**config.mk**
```make
export PLATFORM = sky130hd
export DESIGN_NAME = protected_id_match_table
export DESIGN_NICKNAME = d
export VERILOG_FILES = /design/src/pimt_pkg.sv /design/src/pimt_ctrl.sv /design/src/pimt_dp.sv /design/src/protected_id_match_table.sv
export SDC_FILE = /design/constraint.sdc
export NUM_CORES = 1
export LEC_CHECK = 0
export BUFFER_PORTS_ARGS = -buffer_cell sky130_fd_sc_hd__buf_2
export CAP_MARGIN = 20
export CELL_PAD_IN_SITES_DETAIL_PLACEMENT = 0
export CELL_PAD_IN_SITES_GLOBAL_PLACEMENT = 1
export CORE_MARGIN = 1
export CORE_UTILIZATION = 54
export DETAILED_ROUTE_END_ITERATION = 10
export MAX_ROUTING_LAYER = met4
export PLACE_DENSITY_LB_ADDON = 0.1
export RECOVER_POWER = 100
export SLEW_MARGIN = 10
export SYNTH_ARGS = -nofsm -noshare
export SYNTH_HDL_FRONTEND = slang
export SYNTH_HIERARCHICAL = 1
export SYNTH_SLANG_ARGS = --single-unit
export TNS_END_PERCENT = 20
```
**constraint.sdc**
```tcl
create_clock -name clk -period 9.83 [get_ports clk]
set_input_delay 0.4915 -clock clk [delete_from_list [all_inputs] [get_ports clk]]
set_output_delay 0.4915 -clock clk [all_outputs]
set_load 0.1 [all_outputs]
```
**src/pimt_pkg.sv**
```systemverilog
// Shared types, codes and constants of the protected identifier match table.
`default_nettype none

package pimt_pkg;

	// Default number of table slots
	localparam int DEFAULT_SLOTS = 10;

	// Field widths
	localparam int ACTION_W = 3;
	localparam int IDENT_W  = 32;
	localparam int LEN_W    = 16;
	localparam int ACCESS_W = 32;
	localparam int STATUS_W = 3;
	localparam int BYTES_W  = 3;
	localparam int ENTRY_W  = 4;

	// Stream bus widths
	localparam int S_DATA_W = 80;
	localparam int S_USER_W = 4;
	localparam int M_DATA_W = 40;
	localparam int M_USER_W = 3;

	// Request codes
	localparam logic [ACTION_W-1:0] ACT_PROTECT   = 3'd0;
	localparam logic [ACTION_W-1:0] ACT_UNPROTECT = 3'd1;
	localparam logic [ACTION_W-1:0] ACT_CLEAR     = 3'd2;
	localparam logic [ACTION_W-1:0] ACT_CHECK     = 3'd3;

	// Status codes
	localparam logic [STATUS_W-1:0] STS_OK          = 3'd0;
	localparam logic [STATUS_W-1:0] STS_BAD_LENGTH  = 3'd1;
	localparam logic [STATUS_W-1:0] STS_ZERO_IDENT  = 3'd2;
	localparam logic [STATUS_W-1:0] STS_FULL        = 3'd3;
	localparam logic [STATUS_W-1:0] STS_EMPTY       = 3'd4;
	localparam logic [STATUS_W-1:0] STS_BAD_REQUEST = 3'd5;

	// Byte count reported on a completed protect or unprotect
	localparam logic [BYTES_W-1:0] BYTES_DONE_OK = 3'd4;

	// Controller states
	typedef enum logic [1:0] {
		ST_IDLE,
		ST_LOOK,
		ST_EXEC
	} state_t;

	// Controller to datapath commands
	typedef struct packed {
		logic capture;  // latch the incoming request beat
		logic look;     // compare all slots, register the hit vectors
		logic exec;     // update the table and load the result register
	} cmd_t;

	// Datapath to controller status
	typedef struct packed {
		logic out_free; // result register empty or draining this cycle
	} stat_t;

endpackage

`default_nettype wire

```
**src/pimt_ctrl.sv**
```systemverilog
// Controller state machine sequencing capture, compare and update of one request.
`default_nettype none

module pimt_ctrl (
	input  wire             clk,
	input  wire             arst_n,
	input  wire             s_tvalid,
	output logic            s_tready,
	input  pimt_pkg::stat_t stat,
	output pimt_pkg::cmd_t  cmd
);

	pimt_pkg::state_t state_q, state_d;

	// State register
	always_ff @(posedge clk or negedge arst_n) begin
		if (!arst_n) begin
			state_q <= pimt_pkg::ST_IDLE;
		end else begin
			state_q <= state_d;
		end
	end

	// Next state and commands
	always_comb begin
		state_d     = state_q;
		s_tready    = 1'b0;
		cmd.capture = 1'b0;
		cmd.look    = 1'b0;
		cmd.exec    = 1'b0;
		unique case (state_q)
			pimt_pkg::ST_IDLE: begin
				s_tready = 1'b1;
				if (s_tvalid) begin
					cmd.capture = 1'b1;
					state_d     = pimt_pkg::ST_LOOK;
				end
			end
			pimt_pkg::ST_LOOK: begin
				cmd.look = 1'b1;
				state_d  = pimt_pkg::ST_EXEC;
			end
			pimt_pkg::ST_EXEC: begin
				// hold until the result register can take the new beat
				if (stat.out_free) begin
					cmd.exec = 1'b1;
					state_d  = pimt_pkg::ST_IDLE;
				end
			end
			default: begin
				state_d = pimt_pkg::ST_IDLE;
			end
		endcase
	end

endmodule

`default_nettype wire

```
**src/pimt_dp.sv**
```systemverilog
// Datapath: request latch, slot table, parallel compare, update and result register.
`default_nettype none

module pimt_dp #(
	parameter int SLOTS = pimt_pkg::DEFAULT_SLOTS
) (
	input  wire                            clk,
	input  wire                            arst_n,
	input  wire  [pimt_pkg::S_DATA_W-1:0]  s_tdata,
	input  wire  [pimt_pkg::S_USER_W-1:0]  s_tuser,
	output logic                           m_tvalid,
	input  wire                            m_tready,
	output logic [pimt_pkg::M_DATA_W-1:0]  m_tdata,
	output logic [pimt_pkg::M_USER_W-1:0]  m_tuser,
	input  pimt_pkg::cmd_t                 cmd,
	output pimt_pkg::stat_t                stat
);

	localparam int CW = $clog2(SLOTS + 1);
	localparam int EW = (CW > pimt_pkg::ENTRY_W) ? CW : pimt_pkg::ENTRY_W;
	localparam logic [CW-1:0] SLOTS_C = CW'(SLOTS);

	// Latched request
	logic [pimt_pkg::ACTION_W-1:0] action_q;
	logic [pimt_pkg::IDENT_W-1:0]  ident_q;
	logic [pimt_pkg::LEN_W-1:0]    length_q;
	logic                          kernel_q;
	logic [pimt_pkg::ACCESS_W-1:0] access_q;

	// Table and count
	logic [pimt_pkg::IDENT_W-1:0] slot_q [SLOTS];
	logic [CW-1:0]                used_q, used_d;

	// Registered compare results
	logic [SLOTS-1:0] hit_vec_q, empty_vec_q;

	// Result register
	logic                          out_valid_q;
	logic [pimt_pkg::STATUS_W-1:0] status_q, status_d;
	logic [pimt_pkg::BYTES_W-1:0]  bytes_q, bytes_d;
	logic [pimt_pkg::ACCESS_W-1:0] acc_out_q, acc_out_d;
	logic                          matched_q, matched_d;
	logic [pimt_pkg::ENTRY_W-1:0]  entries_q;
	logic [EW-1:0]                 used_ext;

	// Table update controls
	logic [SLOTS-1:0]             first_hit, first_empty, wr_vec;
	logic [pimt_pkg::IDENT_W-1:0] wr_val;
	logic                         clr_all;

	// Request latch
	always_ff @(posedge clk) begin
		if (cmd.capture) begin
			action_q <= s_tuser[2:0];
			kernel_q <= s_tuser[3];
			ident_q  <= s_tdata[31:0];
			length_q <= s_tdata[47:32];
			access_q <= s_tdata[79:48];
		end
	end

	// Compare every slot against the identifier and against empty
	always_ff @(posedge clk) begin
		if (cmd.look) begin
			for (int i = 0; i < SLOTS; i++) begin
				hit_vec_q[i]   <= (slot_q[i] == ident_q);
				empty_vec_q[i] <= (slot_q[i] == '0);
			end
		end
	end

	// Lowest set bit of each vector
	assign first_hit   = hit_vec_q & (~hit_vec_q + 1'b1);
	assign first_empty = empty_vec_q & (~empty_vec_q + 1'b1);

	// Request decode
	always_comb begin
		status_d  = pimt_pkg::STS_OK;
		bytes_d   = '0;
		acc_out_d = '0;
		matched_d = 1'b0;
		used_d    = used_q;
		wr_vec    = '0;
		wr_val    = '0;
		clr_all   = 1'b0;
		unique case (action_q)
			pimt_pkg::ACT_PROTECT, pimt_pkg::ACT_UNPROTECT: begin
				if (length_q[1:0] != 2'b00) begin
					status_d = pimt_pkg::STS_BAD_LENGTH;
				end else if (ident_q == '0) begin
					status_d = pimt_pkg::STS_ZERO_IDENT;
				end else if (action_q == pimt_pkg::ACT_PROTECT) begin
					if (used_q >= SLOTS_C) begin
						status_d = pimt_pkg::STS_FULL;
					end else begin
						bytes_d = pimt_pkg::BYTES_DONE_OK;
						if (|empty_vec_q) begin
							wr_vec = first_empty;
							wr_val = ident_q;
							used_d = used_q + 1'b1;
						end
					end
				end else begin
					if (used_q == '0) begin
						status_d = pimt_pkg::STS_EMPTY;
					end else begin
						bytes_d = pimt_pkg::BYTES_DONE_OK;
						// absent identifier still succeeds
						if (|hit_vec_q) begin
							wr_vec = first_hit;
							used_d = used_q - 1'b1;
						end
					end
				end
			end
			pimt_pkg::ACT_CLEAR: begin
				clr_all = 1'b1;
				used_d  = '0;
			end
			pimt_pkg::ACT_CHECK: begin
				acc_out_d = access_q;
				// identifier zero matches any empty slot
				if (!kernel_q && (|hit_vec_q)) begin
					matched_d    = 1'b1;
					acc_out_d[0] = 1'b0;
				end
			end
			default: begin
				status_d = pimt_pkg::STS_BAD_REQUEST;
			end
		endcase
	end

	// Table and count registers
	always_ff @(posedge clk or negedge arst_n) begin
		if (!arst_n) begin
			used_q <= '0;
			for (int i = 0; i < SLOTS; i++) begin
				slot_q[i] <= '0;
			end
		end else if (cmd.exec) begin
			used_q <= used_d;
			for (int i = 0; i < SLOTS; i++) begin
				if (clr_all) begin
					slot_q[i] <= '0;
				end else if (wr_vec[i]) begin
					slot_q[i] <= wr_val;
				end
			end
		end
	end

	// Result beat valid
	always_ff @(posedge clk or negedge arst_n) begin
		if (!arst_n) begin
			out_valid_q <= 1'b0;
		end else if (cmd.exec) begin
			out_valid_q <= 1'b1;
		end else if (m_tready) begin
			out_valid_q <= 1'b0;
		end
	end

	// Count wraps to its low bits on wide tables
	assign used_ext = EW'(used_d);

	// Result payload
	always_ff @(posedge clk) begin
		if (cmd.exec) begin
			status_q  <= status_d;
			bytes_q   <= bytes_d;
			acc_out_q <= acc_out_d;
			matched_q <= matched_d;
			entries_q <= used_ext[pimt_pkg::ENTRY_W-1:0];
		end
	end

	assign stat.out_free = !out_valid_q || m_tready;
	assign m_tvalid      = out_valid_q;
	assign m_tuser       = status_q;
	assign m_tdata       = {entries_q, matched_q, acc_out_q, bytes_q};

endmodule

`default_nettype wire

```
**src/protected_id_match_table.sv**
```systemverilog
// Top level of the protected identifier match table.
//
// A table of SLOTS 32-bit identifiers (zero marks an empty slot) with an
// occupancy count, cleared at reset. Each request beat on the slave side gives
// exactly one result beat on the master side. A request passes through the
// controller states idle, in which the beat is accepted and latched, look, in
// which every slot is compared in parallel against the identifier and against
// zero, and exec, in which the lowest matching or lowest empty slot is selected
// and written and the result register is loaded. Exec waits while the result
// register still holds a beat that is not taken. The controller takes one
// request at a time and accepts no new beat until the last one is through exec.
// A finished result waits in its own register while the next request is latched
// and compared.
`default_nettype none

module protected_id_match_table #(
	parameter int SLOTS = pimt_pkg::DEFAULT_SLOTS
) (
	input  wire                            clk,
	input  wire                            arst_n,
	// request stream
	input  wire                            s_tvalid,
	output logic                           s_tready,
	input  wire  [pimt_pkg::S_DATA_W-1:0]  s_tdata,  // ident[31:0], length_bytes[47:32],
	                                                 // access_in[79:48]
	input  wire  [pimt_pkg::S_USER_W-1:0]  s_tuser,  // action[2:0], kernel_origin[3]
	// result stream
	output logic                           m_tvalid,
	input  wire                            m_tready,
	output logic [pimt_pkg::M_DATA_W-1:0]  m_tdata,  // bytes_done[2:0], access_out[34:3],
	                                                 // matched[35], entries_used[39:36]
	output logic [pimt_pkg::M_USER_W-1:0]  m_tuser   // status[2:0]
);

	pimt_pkg::cmd_t  cmd;
	pimt_pkg::stat_t stat;

	// Sequencer
	pimt_ctrl u_ctrl (
		.clk      (clk),
		.arst_n   (arst_n),
		.s_tvalid (s_tvalid),
		.s_tready (s_tready),
		.stat     (stat),
		.cmd      (cmd)
	);

	// Table and result path
	pimt_dp #(
		.SLOTS (SLOTS)
	) u_dp (
		.clk      (clk),
		.arst_n   (arst_n),
		.s_tdata  (s_tdata),
		.s_tuser  (s_tuser),
		.m_tvalid (m_tvalid),
		.m_tready (m_tready),
		.m_tdata  (m_tdata),
		.m_tuser  (m_tuser),
		.cmd      (cmd),
		.stat     (stat)
	);

endmodule

`default_nettype wire

```
* Word-level counts from Yosys, hierarchy flattened
Index checks and enable logic that the tools add are counted.
** Storage, ports and cells
- Bits in registers :: 460
- Word-level logic and storage cells :: 165
- Bits in read-only memories :: 0
- Input port bits :: 88
- Memory bits (writable) :: 0
- Output and inout port bits :: 45
- Memories :: 0
- Latch bits :: 0
** Operators by class
- Multiplexer cells :: 64
- Shift-type cells :: 0
- Eq/ne operators :: 17
- $add $sub $neg :: 4
- Magnitude comparators :: 1
- $mul :: 0
- Divide/modulo/power cells :: 0
- Bitwise logic cells :: 6
- Reduce and logical (&&, ||, !) cells :: 47
** Operator list (number)
- 32-bit 2-to-1 mux :: 26
- 32-bit zero test :: 11
- 32-bit == test :: 10
- 10-bit 2-to-1 mux :: 8
- 4-bit 2-to-1 mux :: 7
- 2-bit nonzero test :: 12
- 2-bit AND reduction :: 11
- 3-bit 2-to-1 mux :: 7
- 10-bit by 1-bit adder with 10-bit output (second input constant) :: 2
- 10-bit AND :: 2
- 10-bit NOT :: 2
- 10-bit OR reduction :: 2
- 1-bit 2-to-1 mux :: 10
- 4-bit case mux with 2 select lines :: 1
- 3-bit by 2-bit == test with 1-bit output (second input constant) :: 2
- 2-bit 2-to-1 mux :: 3
- 2-bit case mux with 3 select lines :: 1
- 3-bit case mux with 2 select lines :: 1
- 2-bit OR reduction :: 3
- 4-bit by 1-bit adder with 4-bit output (second input constant) :: 1
- 4-bit >= comparator (second input constant) :: 1
- 4-bit zero test :: 1
- 2-bit != test (second input constant) :: 2
- 4-bit by 1-bit subtractor with 4-bit output (second input constant) :: 1
- 10 further kinds :: 12

* Longest topological paths before layout
Gate-level depths: netlist of run 1.
- Word-level depth :: 11
- Mapped depth :: 11
- Gate-level depth less buffers :: 7

* Hierarchy
Netlist of run 1, hierarchy kept.
** By module, submodules not included
- pimt_dp :: area an instance 22556.6 µm², cells an instance 1809, seq. area each 12066.6 µm², times used 1
- pimt_ctrl :: area an instance 95.1 µm², cells an instance 9, seq. area each 50.0 µm², times used 1

* Worst setup path before layout of run 1
No wires, ideal clock.
- Path kind :: register -> register
- Start :: register u_ctrl.state_q[1]
- End :: register u_dp/access_q[0] (netlist bit), enable pin
- Period minus slack after synthesis :: 3.938 ns
- Slack :: 5.892 ns
- Data arrival time :: 3.504 ns
- Required time :: 9.395 ns
- Setup time :: 0.435 ns
- Path buffers :: 0
- Cell stages (with the launch flop) :: 3
- Path through :: dfrtp_1 nor2_1 and2_1
** RTL lines
- from (decl) :: line pimt_ctrl.sv:13 : pimt_pkg::state_t state_q, state_d;
- from (signal assigned) :: line pimt_ctrl.sv:18 : state_q <= pimt_pkg::ST_IDLE;
- from (signal assigned) :: line pimt_ctrl.sv:20 : state_q <= state_d;
- to (signal assigned) :: line pimt_dp.sv:58 : access_q <= s_tdata[79:48];
- to (decl) :: line pimt_dp.sv:28 : logic [pimt_pkg::ACCESS_W-1:0] access_q;

==> flow_metrics.tcl, run 1 <==
set metrics [dict create \
    cts_tree "yes" \
    crit_chain "nand2b_1 > and3b_2 > clkbuf_1 > nand4_1 > o221ai_1" \
    hold_end "u_dp/ident_q[12]" \
    drv_slew 336 \
    yosys.area_share.simple 0.122 \
    cap_violations 7 \
    drive_gt1_frac 0.143 \
    violations "capacitance limit, slew limit" \
    cts-root-buf "clkbuf_16" \
    ys.flop_type "dfrtp_1" \
    synth_top_family_by_area "XOR/XNOR gates" \
    synth_edf_count 131 \
    netlist_instances 1818 \
    placed_area_um2 23800 \
    hold_path_class "input pin to flip-flop" \
    clkTransAtPathRegs_ns 0.07 \
    route.met2.wl_mm 31.8 \
    clock_path_buffers 3 \
    outcome "finished with violations" \
    numPortBuffers 116 \
    ant_nets 0 \
    synth.area.mux_share 0.112 \
    highest_layer "met4" \
    tightest_slew_ns 4.85 \
    nets 1994 \
    postLayoutCoreUtil 0.617 \
    die_x_um 207 \
    internal-power_uw 3620 \
    setup.worst_path.start_class "flip-flop" \
    drt-total-wl_mm 70.6 \
    cts_resized 0 \
    wl_met3_mm 5.86 \
    path_class "flip-flop to flip-flop" \
    gp_congestion 0.903 \
    cts_buffers 49 \
    cp.arrival_ns 6.36 \
    hp-start "s_tdata[12]" \
    cp.required_ns 10.28 \
    hpwl_mm 42.3 \
    start_util 0.551 \
    grt_usage 0.347 \
    crit_path_end_kind "flip-flop" \
    ys_warn_count 6 \
    irDropWorstVdd_uv 136 \
    hold_viol_final 0 \
    fin_tns_setup_ns 0 \
    timing.rr.end "u_dp/slot_q[9]" \
    synthAdderAreaFrac 0.00166 \
    antenna_found_initial 2 \
    rsz0062_at_grt "no" \
    setup_viol 0 \
    synth-compound-area-share 0.0713 \
    critPathSlowestCell "clkbuf_1" \
    min_period_over_period 0.601 \
    slowest_delay_ns 2.64 \
    power_frac_seq 0.428 \
    p_switching_uw 1810 \
    power.share.switching 0.334 \
    syn_area_per_cell_um2 12.5 \
    grt_pass1_vias 15800 \
    viasPerCell 6.47 \
    max-slew-margin-rel -2.23 \
    clkLatencyLatePin_ns 0.60 \
    core-area_um2 41100 \
    yosysUniqueCellTypes 73 \
    rows 74 \
    cts.htree.levels 2 \
    via_count 16000 \
    routedWlPerCell_um 28.5 \
    cp-startpoint "u_dp/m_tvalid" \
    r2r-start "u_dp/m_tvalid" \
    yosysSeqAreaShare 0.535 \
    nFillCells 3309 \
    pin_count 133 \
    power_density_nw_per_um2 214 \
    fmax_mhz 169 \
    drc 0 \
    clockPowerShare 0.350 \
    clock_sinks 458 \
    die_area_um2 42800 \
    r2r_cells 5 \
    synth_seq_cells 458 \
    leakagePower_uw 0.0116 \
    syn_to_final_growth_pct 12.0 \
    overflow 0 \
    rrSetupSlack_ns 3.92 \
    syn_area_um2 22700 \
    firstDrtPassIters 7 \
    grt_first_pass_wirelength_mm 103 \
    drt-met1-wl_mm 29.3 \
    fin_total_pwr_uw 5430 \
    clock_skew_ns 0.0257 \
    power.share.combinational 0.222 \
    drtIter0Drc 1760 \
    grt_max_degree 165 \
    die_y_um 207 \
    cp_max_fo 68 \
    min_period_ns 5.91 \
    yosys.area_share.xor_xnor 0.124 \
    hold_depth 1 \
    fin_area_um2 25400 \
    ys_async_sr_fraction 0.714 \
]
Yosys cell counts (4+ instances only):
master | instances | area, um^2
dfrtp_1 | 327 | 8180
xor2_1 | 320 | 2800
nor4_1 | 186 | 1160
mux2_1 | 176 | 1980
edfxtp_1 | 131 | 3930
clkbuf_1 | 76 | 285
a22o_1 | 65 | 569
nand4_1 | 56 | 350
mux2_2 | 48 | 541
nor2_1 | 47 | 176
and2_1 | 34 | 213
buf_2 | 30 | 150
buf_1 | 29 | 109
nand3_1 | 27 | 135
inv_1 | 26 | 97.6
and3_1 | 21 | 131
o221ai_1 | 20 | 175
a311o_1 | 19 | 190
nor2b_1 | 16 | 100
or3_1 | 15 | 93.8
a221o_1 | 13 | 130
nand2_1 | 13 | 48.8
a31oi_1 | 12 | 75.1
buf_4 | 9 | 67.6
a21oi_1 | 6 | 30.0
and4_1 | 6 | 52.6
buf_6 | 6 | 67.6
nor3b_1 | 6 | 45.0
o21ai_0 | 6 | 30.0
nor3_1 | 5 | 25.0
o31ai_4 | 4 | 85.1
state kept, by name (all words and copies together), names as in the netlist, 2 cells and up:
register          count
u_dp/action_q         3
u_dp/empty_vec_q     10
u_dp/length_q         2
u_dp/ident_q         32
u_dp/hit_vec_q       10
u_dp/m_tuser          3
u_dp/slot_q         320
u_dp/acc_out_q       32
u_dp/entries_q        4
u_dp/access_q        32
u_dp/used_q           4
u_ctrl/state_q        2
routing by layer:
metal / track usage / up-vias
met1: 0.460 / 8145
met5: - / -
met2: 0.511 / 753
met4: 0.170 / 0
met3: 0.0692 / 204
li1: - / 6922
timing repair:
| item | 4_1_cts | 5_1_grt |
|---|---|---|
| hold endpoints to repair | 83 | 0 |
| hold buffers | 1 | 0 |
| buffers inserted | 0 | 0 |
cell families after synthesis:
logic type                 count (synthesis)
adders and majority gates                  3
DFF                                      458
buffers and inverters                    176
other                                      1
AOI/OAI and AO/OA                        181
xor gates and xnor gates                 320
muxes                                    225
and+or+nand+nor                          454
power by group through the flow:
stage,sequential [uW],combinational (uW),clock (uW)
4_1_cts,2310,1210,1930
3_3_place_gp,2340,1190,0
6_report,2320,1210,1900
2_1_floorplan,2500,640,0
5_1_grt,2340,1270,2000
3_5_place_dp,2340,1200,0
worst max-delay path, delay by kind of cell, from the launching register on:
family | cells | cell delay, ns
AOI/OAI and AO/OA | 1 | 0.60
buffers and inverters | 1 | 2.64
DFF | 1 | 0.37
and+or+nand+nor | 3 | 2.14
through the flow:
stage | setup WS [ns] | cells | hold WS [ns]
5_1_grt | 3.46 | 2475 | 0.0491
3_3_place_gp | 6.38 | 2374 | 0.498
3_5_place_dp | 6.29 | 2377 | 0.501
6_report | 3.92 | 2477 | 0.0657
4_1_cts | 6.25 | 2469 | 0.0382
2_1_floorplan | 5.89 | 1819 | 0.196
worst max-delay path by stage:
stage	to	cells past startpoint	slack, ns
detailed placement	u_dp/slot_q[289]	4	6.29
floorplan	u_dp/access_q[0]	2	5.89
global placement	u_dp/slot_q[111]	6	6.38
finish	u_dp/slot_q[9]	5	3.92
global route	u_dp/slot_q[29]	5	3.46
CTS	u_dp/slot_q[95]	5	6.25
layout make-up:
type	instances	area [um^2]	area share
Antenna cell	2	5.00	0.000197
Clock buffer	63	1320	0.0520
Clock inverter	28	338	0.0133
Inverter	26	97.6	0.00385
Multi-Input combinational cell	1185	9780	0.386
Sequential cell	458	12100	0.478
Tap cell	532	666	0.0262
Timing Repair Buffer	183	1050	0.0412
cell usage in the layout (no fill, tap or decap), types with 48 or more instances in the layout:
cell type,synthesis,final
dfrtp_1,327,327
xor2_1,320,320
nor4_1,186,186
mux2_1,176,176
edfxtp_1,131,131
buf_2,30,72
clkbuf_1,76,67
a22o_1,65,65
nand4_1,56,57
clkbuf_16,0,49
mux2_2,48,48
No activity file was read; power rests on OpenSTA's default activity.
==> inputs of run 2 (changes only) <==
--- a/config.mk
+++ b/config.mk
@@ -10,7 +10,7 @@
 export CELL_PAD_IN_SITES_DETAIL_PLACEMENT = 0
 export CELL_PAD_IN_SITES_GLOBAL_PLACEMENT = 1
 export CORE_MARGIN = 1
-export CORE_UTILIZATION = 54
+export CORE_UTILIZATION = 50
 export DETAILED_ROUTE_END_ITERATION = 10
 export MAX_ROUTING_LAYER = met4
 export PLACE_DENSITY_LB_ADDON = 0.1
==> constraint.sdc (replaced) <==
create_clock -name clk -period 5.9 [get_ports clk]
set_input_delay 0.295 -clock clk [delete_from_list [all_inputs] [get_ports clk]]
set_output_delay 0.295 -clock clk [all_outputs]
set_load 0.1 [all_outputs]
==> run 2 against run 1 <==
  * The run still ends with capacitance limit, slew limit left
  * Final cell count rose by 5.7%
  * Flip-flop and latch count did not move
  * Global-route usage fell by 1.6 points
  * Critical path depth rose by 2
  * Die area rose by 7.9%
  * Register-to-register slack got worse by 2.9 ns
  * Total power rose by 66%
  * Wire length rose by 4.1%
  * Combinational power rose by 69%
  * Utilization fell by 2.9 points
  * Clock-buffer cell count rose by 6
  * Critical endpoint is now u_dp/slot_q[76]
  * Largest cell class unchanged
==> flow_metrics.tcl, run 2 (same netlist as run 1, synthesis figures left out) <==
set metrics [dict create \
    outcome "finished with violations" \
    violations "capacitance limit, slew limit" \
    rsz0062_at_grt "no" \
    antenna_found_initial 5 \
    cts-root-buf "clkbuf_16" \
    cp_max_fo 21 \
    firstDrtPassIters 6 \
    place_ws_ns 2.26 \
    die_y_um 215 \
    crit_path_end_kind "flip-flop" \
    fmax_mhz 207 \
    crit_chain "buf_4 > nor4_1 > and4_1 > a21oi_1 > clkbuf_1 > and3_1 > mux2_1" \
    die_area_um2 46200 \
    drc 0 \
    power_density_nw_per_um2 346 \
    overflow 0 \
    layout_commonest_cell "dfrtp_1" \
    numPortBuffers 116 \
    hpwl_mm 45.2 \
    clock_sinks 458 \
    pin_count 133 \
    hold_viol_final 0 \
    ant_nets 0 \
    rows 77 \
    routedWlPerCell_um 28.1 \
    fin_tns_setup_ns 0 \
    drive_gt1_frac 0.135 \
    nFillCells 3713 \
    grt_max_degree 152 \
    largest_register_ffs 320 \
    grt_usage 0.331 \
    postLayoutCoreUtil 0.588 \
    max-slew-margin-rel -0.856 \
    crit_family "simple AND/OR/NAND/NOR gates" \
    drv_slew 417 \
    grt_first_pass_wirelength_mm 109 \
    final_cell_mix "327 x dfrtp_1, 320 x xor2_1, 186 x nor4_1" \
    cts_tree "yes" \
    clock_skew_ns 0.0436 \
    stdcell_count 2617 \
    gp_congestion 0.892 \
    drtIter0Drc 1562 \
    cap_violations 11 \
    die_x_um 215 \
    min_period_ns 4.84 \
    syn_to_final_growth_pct 15.3 \
    hold_slack_ns 0.0296 \
    clock_path_buffers 3 \
    timing.final.ws_setup_ns 1.06 \
    post_cts_buffers 0 \
    viasPerCell 6.27 \
    cts.htree.levels 2 \
    cp.arrival_ns 5.31 \
    setup.worst_path.start_class "flip-flop" \
    cts_buffers 51 \
    tightest_slew_ns 2.78 \
    drt-total-wl_mm 73.5 \
    setup_viol 0 \
    nets 2069 \
    critPathSlowestCell "nor4_1" \
    grt_pass1_vias 16400 \
    irDropWorstVdd_uv 276 \
    start_util 0.510 \
    hold_path_class "input pin to flip-flop" \
    path_class "flip-flop to flip-flop" \
    slowest_delay_ns 1.36 \
    min_period_over_period 0.820 \
    via_count 16400 \
    cp.required_ns 6.38 \
    leakagePower_uw 0.0119 \
    clkLatencyLatePin_ns 0.63 \
    dp.cells 2443 \
    path_buf_inv 2 \
    clkTransAtPathRegs_ns 0.06 \
    largest-register "u_dp/slot_q" \
    core-area_um2 44400 \
]
[run 2: cell types whose count changed in the layout (fill, tap and decap cells not counted), moves of 3 or more]
| cell | before | now |
|---|---|---|
| clkbuf_16 | 49 | 52 |
| buf_4 | 47 | 51 |
| bufinv_16 | 6 | 2 |
| clkinv_1 | 3 | 10 |
| dlygate4sd3_1 | 1 | 72 |
| clkinvlp_4 | 6 | 2 |
| and2_0 | 19 | 22 |
[run 2: worst paths after layout]
| check | startpoint | depth (start not counted) | endpoint | slack [ns] |
|---|---|---|---|---|
| max | u_dp/ident_q[30] | 7 | u_dp/slot_q[76] | 1.06 |
| min | m_tready | 3 | u_dp/m_tvalid | 0.03 |
| max reg2reg | u_dp/ident_q[30] | 7 | u_dp/slot_q[76] | 1.06 |
| min reg2reg | u_dp/access_q[29] | 1 | u_dp/acc_out_q[29] | 0.52 |
| max in group asynchronous | arst_n | 3 | u_dp/slot_q[146] | 1.86 |
| min in group asynchronous | arst_n | 2 | u_dp/m_tvalid | 1.07 |
[run 2: where the power goes]
group | total [uW] | internal [uW] | leakage [uW] | switching, uW
clock network | 3120 | 1790 | 0.000805 | 1340
logic | 2050 | 574 | 0.00547 | 1480
registers | 3860 | 3620 | 0.00562 | 241
[run 2: repair_timing]
action / 4_1_cts / 5_1_grt
gates resized for setup: 0 / 0
hold endpoints to repair: 175 / 0
hold buffers: 72 / 0
[run 2: area by class of cell]
| type | instances | area, um^2 | share of cell area |
|---|---|---|---|
| sequential | 458 | 12100 | 0.464 |
| antenna | 4 | 10.0 | 0.000383 |
| clock inverter | 27 | 220 | 0.00843 |
| inverter | 26 | 97.6 | 0.00374 |
| multi-input combinational | 1185 | 9760 | 0.374 |
| clock buffer | 69 | 1430 | 0.0546 |
| timing repair buffer | 256 | 1740 | 0.0667 |
| tap | 592 | 741 | 0.0284 |
[run 2: through the flow]
stage / cell area, um^2 / total power (uW)
after detailed placement: 23900 / 5920
after floorplan: 22700 / 5240
after CTS: 26300 / 9090
after global routing: 26100 / 9340
final: 26100 / 9030
after global placement: 23900 / 5900
[run 2: worst register-to-register path, cell delays in order, from the launching register on]
cell and delay, ns:
edfxtp_1 0.36, buf_4 0.29, nor4_1 1.38, and4_1 0.50, a21oi_1 0.46, clkbuf_1 0.69, and3_1 0.65, mux2_1 0.39
[run 2: per-layer routing]
layer | GRT usage | routed length, um
met1 | 0.443 | 31300
met3 | 0.0497 | 4960
met4 | 0.147 | 3230
met5 | - | 0
met2 | 0.500 | 34100
==> inputs of run 3 (changes only) <==
--- a/config.mk
+++ b/config.mk
@@ -5,12 +5,13 @@
 export SDC_FILE = /design/constraint.sdc
 export NUM_CORES = 1
 export LEC_CHECK = 0
+export ABC_AREA = 1
 export BUFFER_PORTS_ARGS = -buffer_cell sky130_fd_sc_hd__buf_2
 export CAP_MARGIN = 20
 export CELL_PAD_IN_SITES_DETAIL_PLACEMENT = 0
 export CELL_PAD_IN_SITES_GLOBAL_PLACEMENT = 1
 export CORE_MARGIN = 1
-export CORE_UTILIZATION = 50
+export CORE_UTILIZATION = 48
 export DETAILED_ROUTE_END_ITERATION = 10
 export MAX_ROUTING_LAYER = met4
 export PLACE_DENSITY_LB_ADDON = 0.1
==> constraint.sdc (replaced) <==
create_clock -name clk -period 4.45 [get_ports clk]
set_input_delay 0.2225 -clock clk [delete_from_list [all_inputs] [get_ports clk]]
set_output_delay 0.2225 -clock clk [all_outputs]
set_load 0.1 [all_outputs]
==> run 3 against run 2 <==
  * The run still ends with capacitance limit, slew limit left
  * Via count rose by 6.5%
  * Clock-buffer cell count rose by 5
  * Register-to-register slack got worse by 0.58 ns
  * Non-clock buffer count fell by 20
  * Fmax rose by 22%
  * Clock power rose by 38%
  * Synthesized cell count rose by 25%
  * First-iteration DRC count rose by 1.3%
  * Global-route usage fell by 1.2 points
  * Critical path type unchanged
  * Largest cell class unchanged
  * Highest routed layer unchanged
==> flow_metrics.tcl, run 3 <==
set metrics [dict create \
    yosysTopAreaCell "dfrtp_1" \
    r2r_cells 10 \
    outcome "finished with violations" \
    hold_path_class "input pin to flip-flop" \
    setup_viol 0 \
    rrSetupSlack_ns 0.48 \
    grt_pass1_vias 16700 \
    syn_area_um2 22400 \
    syn_to_final_growth_pct 13.1 \
    drt-total-wl_mm 73.0 \
    largest_register_ffs 320 \
    gp_congestion 0.945 \
    cap_violations 2 \
    cts_resized 0 \
    synth_seq_cells 458 \
    syn_area_per_cell_um2 9.89 \
    min_period_ns 3.97 \
    hpwl_mm 47.6 \
    timing.final.ws_setup_ns 0.483 \
    clkLatencyLatePin_ns 0.60 \
    cp_max_fo 64 \
    routedWlPerCell_um 23.7 \
    tightest_slew_ns 2.54 \
    hold_depth 2 \
    hp-start "s_tdata[29]" \
    fmax_mhz 252 \
    min_period_over_period 0.891 \
    ys.flop_type "dfrtp_1" \
    cts-root-buf "clkbuf_16" \
    viasPerCell 5.67 \
    crit_family "simple AND/OR/NAND/NOR gates" \
    grt_max_degree 103 \
    max-slew-margin-rel -0.693 \
    rsz0062_at_grt "no" \
    setup.worst_path.start_class "flip-flop" \
    fin_tns_setup_ns 0 \
    irDropWorstVdd_uv 406 \
    drtIter0Drc 1583 \
    synthTopCellsByCount "492 x nand2_1, 327 x dfrtp_1, 258 x o21ai_0" \
    power_density_nw_per_um2 457 \
    cp.required_ns 4.94 \
    yosysSeqAreaShare 0.540 \
    nets 2534 \
    synth.most_common_cell "nand2_1" \
    drive_gt1_frac 0.113 \
    clock_skew_ns 0.0170 \
    ys_async_sr_fraction 0.714 \
    drv_slew 112 \
    clock_sinks 458 \
    drc 0 \
    ys_warn_count 6 \
    rows 78 \
    synth_area_leaders "dfrtp_1 36%, edfxtp_1 18%, nand2_1 8.2%" \
    clkTransAtPathRegs_ns 0.06 \
    die_y_um 218 \
    violations "capacitance limit, slew limit" \
    cts_tree "yes" \
    crit_path_end_kind "flip-flop" \
    leakagePower_uw 0.0110 \
    critPathSlowestCell "edfxtp_1" \
    synth_top_area_share 0.365 \
    largest-register "u_dp/slot_q" \
    die_area_um2 47600 \
    clock_path_buffers 3 \
    crit_chain "nor2_1 > nand2_1 > nor2_1 > nand2_1 > nor2_1 > nor2_8 > nand2_1 > o21ai_0 > nand2_2 > o21ai_0" \
    netlist_instances 2267 \
    grt_first_pass_wirelength_mm 107 \
    hold_viol_final 0 \
    antenna_found_initial 0 \
    pin_count 133 \
    path_buf_inv 0 \
    start_util 0.491 \
    r2r-start "u_dp/ident_q[5]" \
    cp.arrival_ns 4.45 \
    path_class "flip-flop to flip-flop" \
    slowest_delay_ns 0.82 \
    grt_usage 0.319 \
    firstDrtPassIters 6 \
    timing.rr.end "u_dp/slot_q[193]" \
    overflow 0 \
    numPortBuffers 116 \
    final_cell_mix "494 x nand2_1, 327 x dfrtp_1, 277 x o21ai_0" \
    ant_nets 0 \
    cp.depth 10 \
    hold_end "u_dp/ident_q[29]" \
    cts.htree.levels 2 \
    layout_commonest_cell "nand2_1" \
    cts_buffers 51 \
    place_ws_ns 0.904 \
    yosysUniqueCellTypes 48 \
    via_count 17500 \
    die_x_um 218 \
    core-area_um2 45700 \
    synth_edf_count 131 \
]
run 3: per-layer routing:
metal,part of all wire,track usage,vias up
met5,0,-,-
met4,0.047,0.141,0
met3,0.065,0.0419,156
met2,0.47,0.498,675
met1,0.42,0.417,8549
li1,-,-,8102
run 3: worst max path at each step:
stage,startpoint,end
after floorplan,u_dp/m_tvalid,u_dp/slot_q[89]
after global placement,u_dp/ident_q[5],u_dp/slot_q[71]
after detailed placement,u_dp/ident_q[5],u_dp/slot_q[71]
after CTS,u_dp/ident_q[5],u_dp/slot_q[71]
after global routing,u_dp/ident_q[5],u_dp/slot_q[208]
final,u_dp/ident_q[5],u_dp/slot_q[193]
run 3: power by group:
group	leakage [uW]	switching, uW	internal [uW]	total [uW]
Combinational	0.00442	1810	581	2390
Clock	0.000831	1720	2570	4290
Sequential	0.00579	202	4700	4910
Total	0.0110	3740	7860	11600
run 3: final cells by class:
type | instances | area (um^2)
diodes | 1 | 2.50
clock buffers | 74 | 1480
clock inverters | 20 | 215
fillers | 4174 | 20300
inverters | 126 | 473
multi-input cells | 1570 | 8660
flip-flops and latches | 458 | 12100
well taps | 600 | 751
repair buffers | 236 | 1660
run 3: per-stage QoR:
| step | total power [uW] | utilization | area (um^2) | hold WS (ns) | instances |
|---|---|---|---|---|---|
| detailed placement | 7370 | 0.512 | 23400 | 0.312 | 2916 |
| floorplan | 6600 | - | 22400 | -0.0731 | 2268 |
| CTS | 11700 | 0.565 | 25800 | 0.270 | 3083 |
| global route | 12000 | 0.555 | 25400 | 0.325 | 3084 |
| finish | 11600 | 0.555 | 25400 | 0.330 | 3085 |
| global placement | 7340 | 0.512 | 23400 | 0.311 | 2916 |
run 3: cells by family after synthesis:
logic type,share of synthesized area
compound gates,0.0964
xor+xnor,0.0867
fa+ha+maj,0.00167
buf+inv,0.0577
flops,0.540
other cells,0.000167
simple gates,0.217
run 3: repair_timing:
item                      CTS  global route
hold buffers               73             0
setup buffers               0             0
hold endpoints to repair  167             0
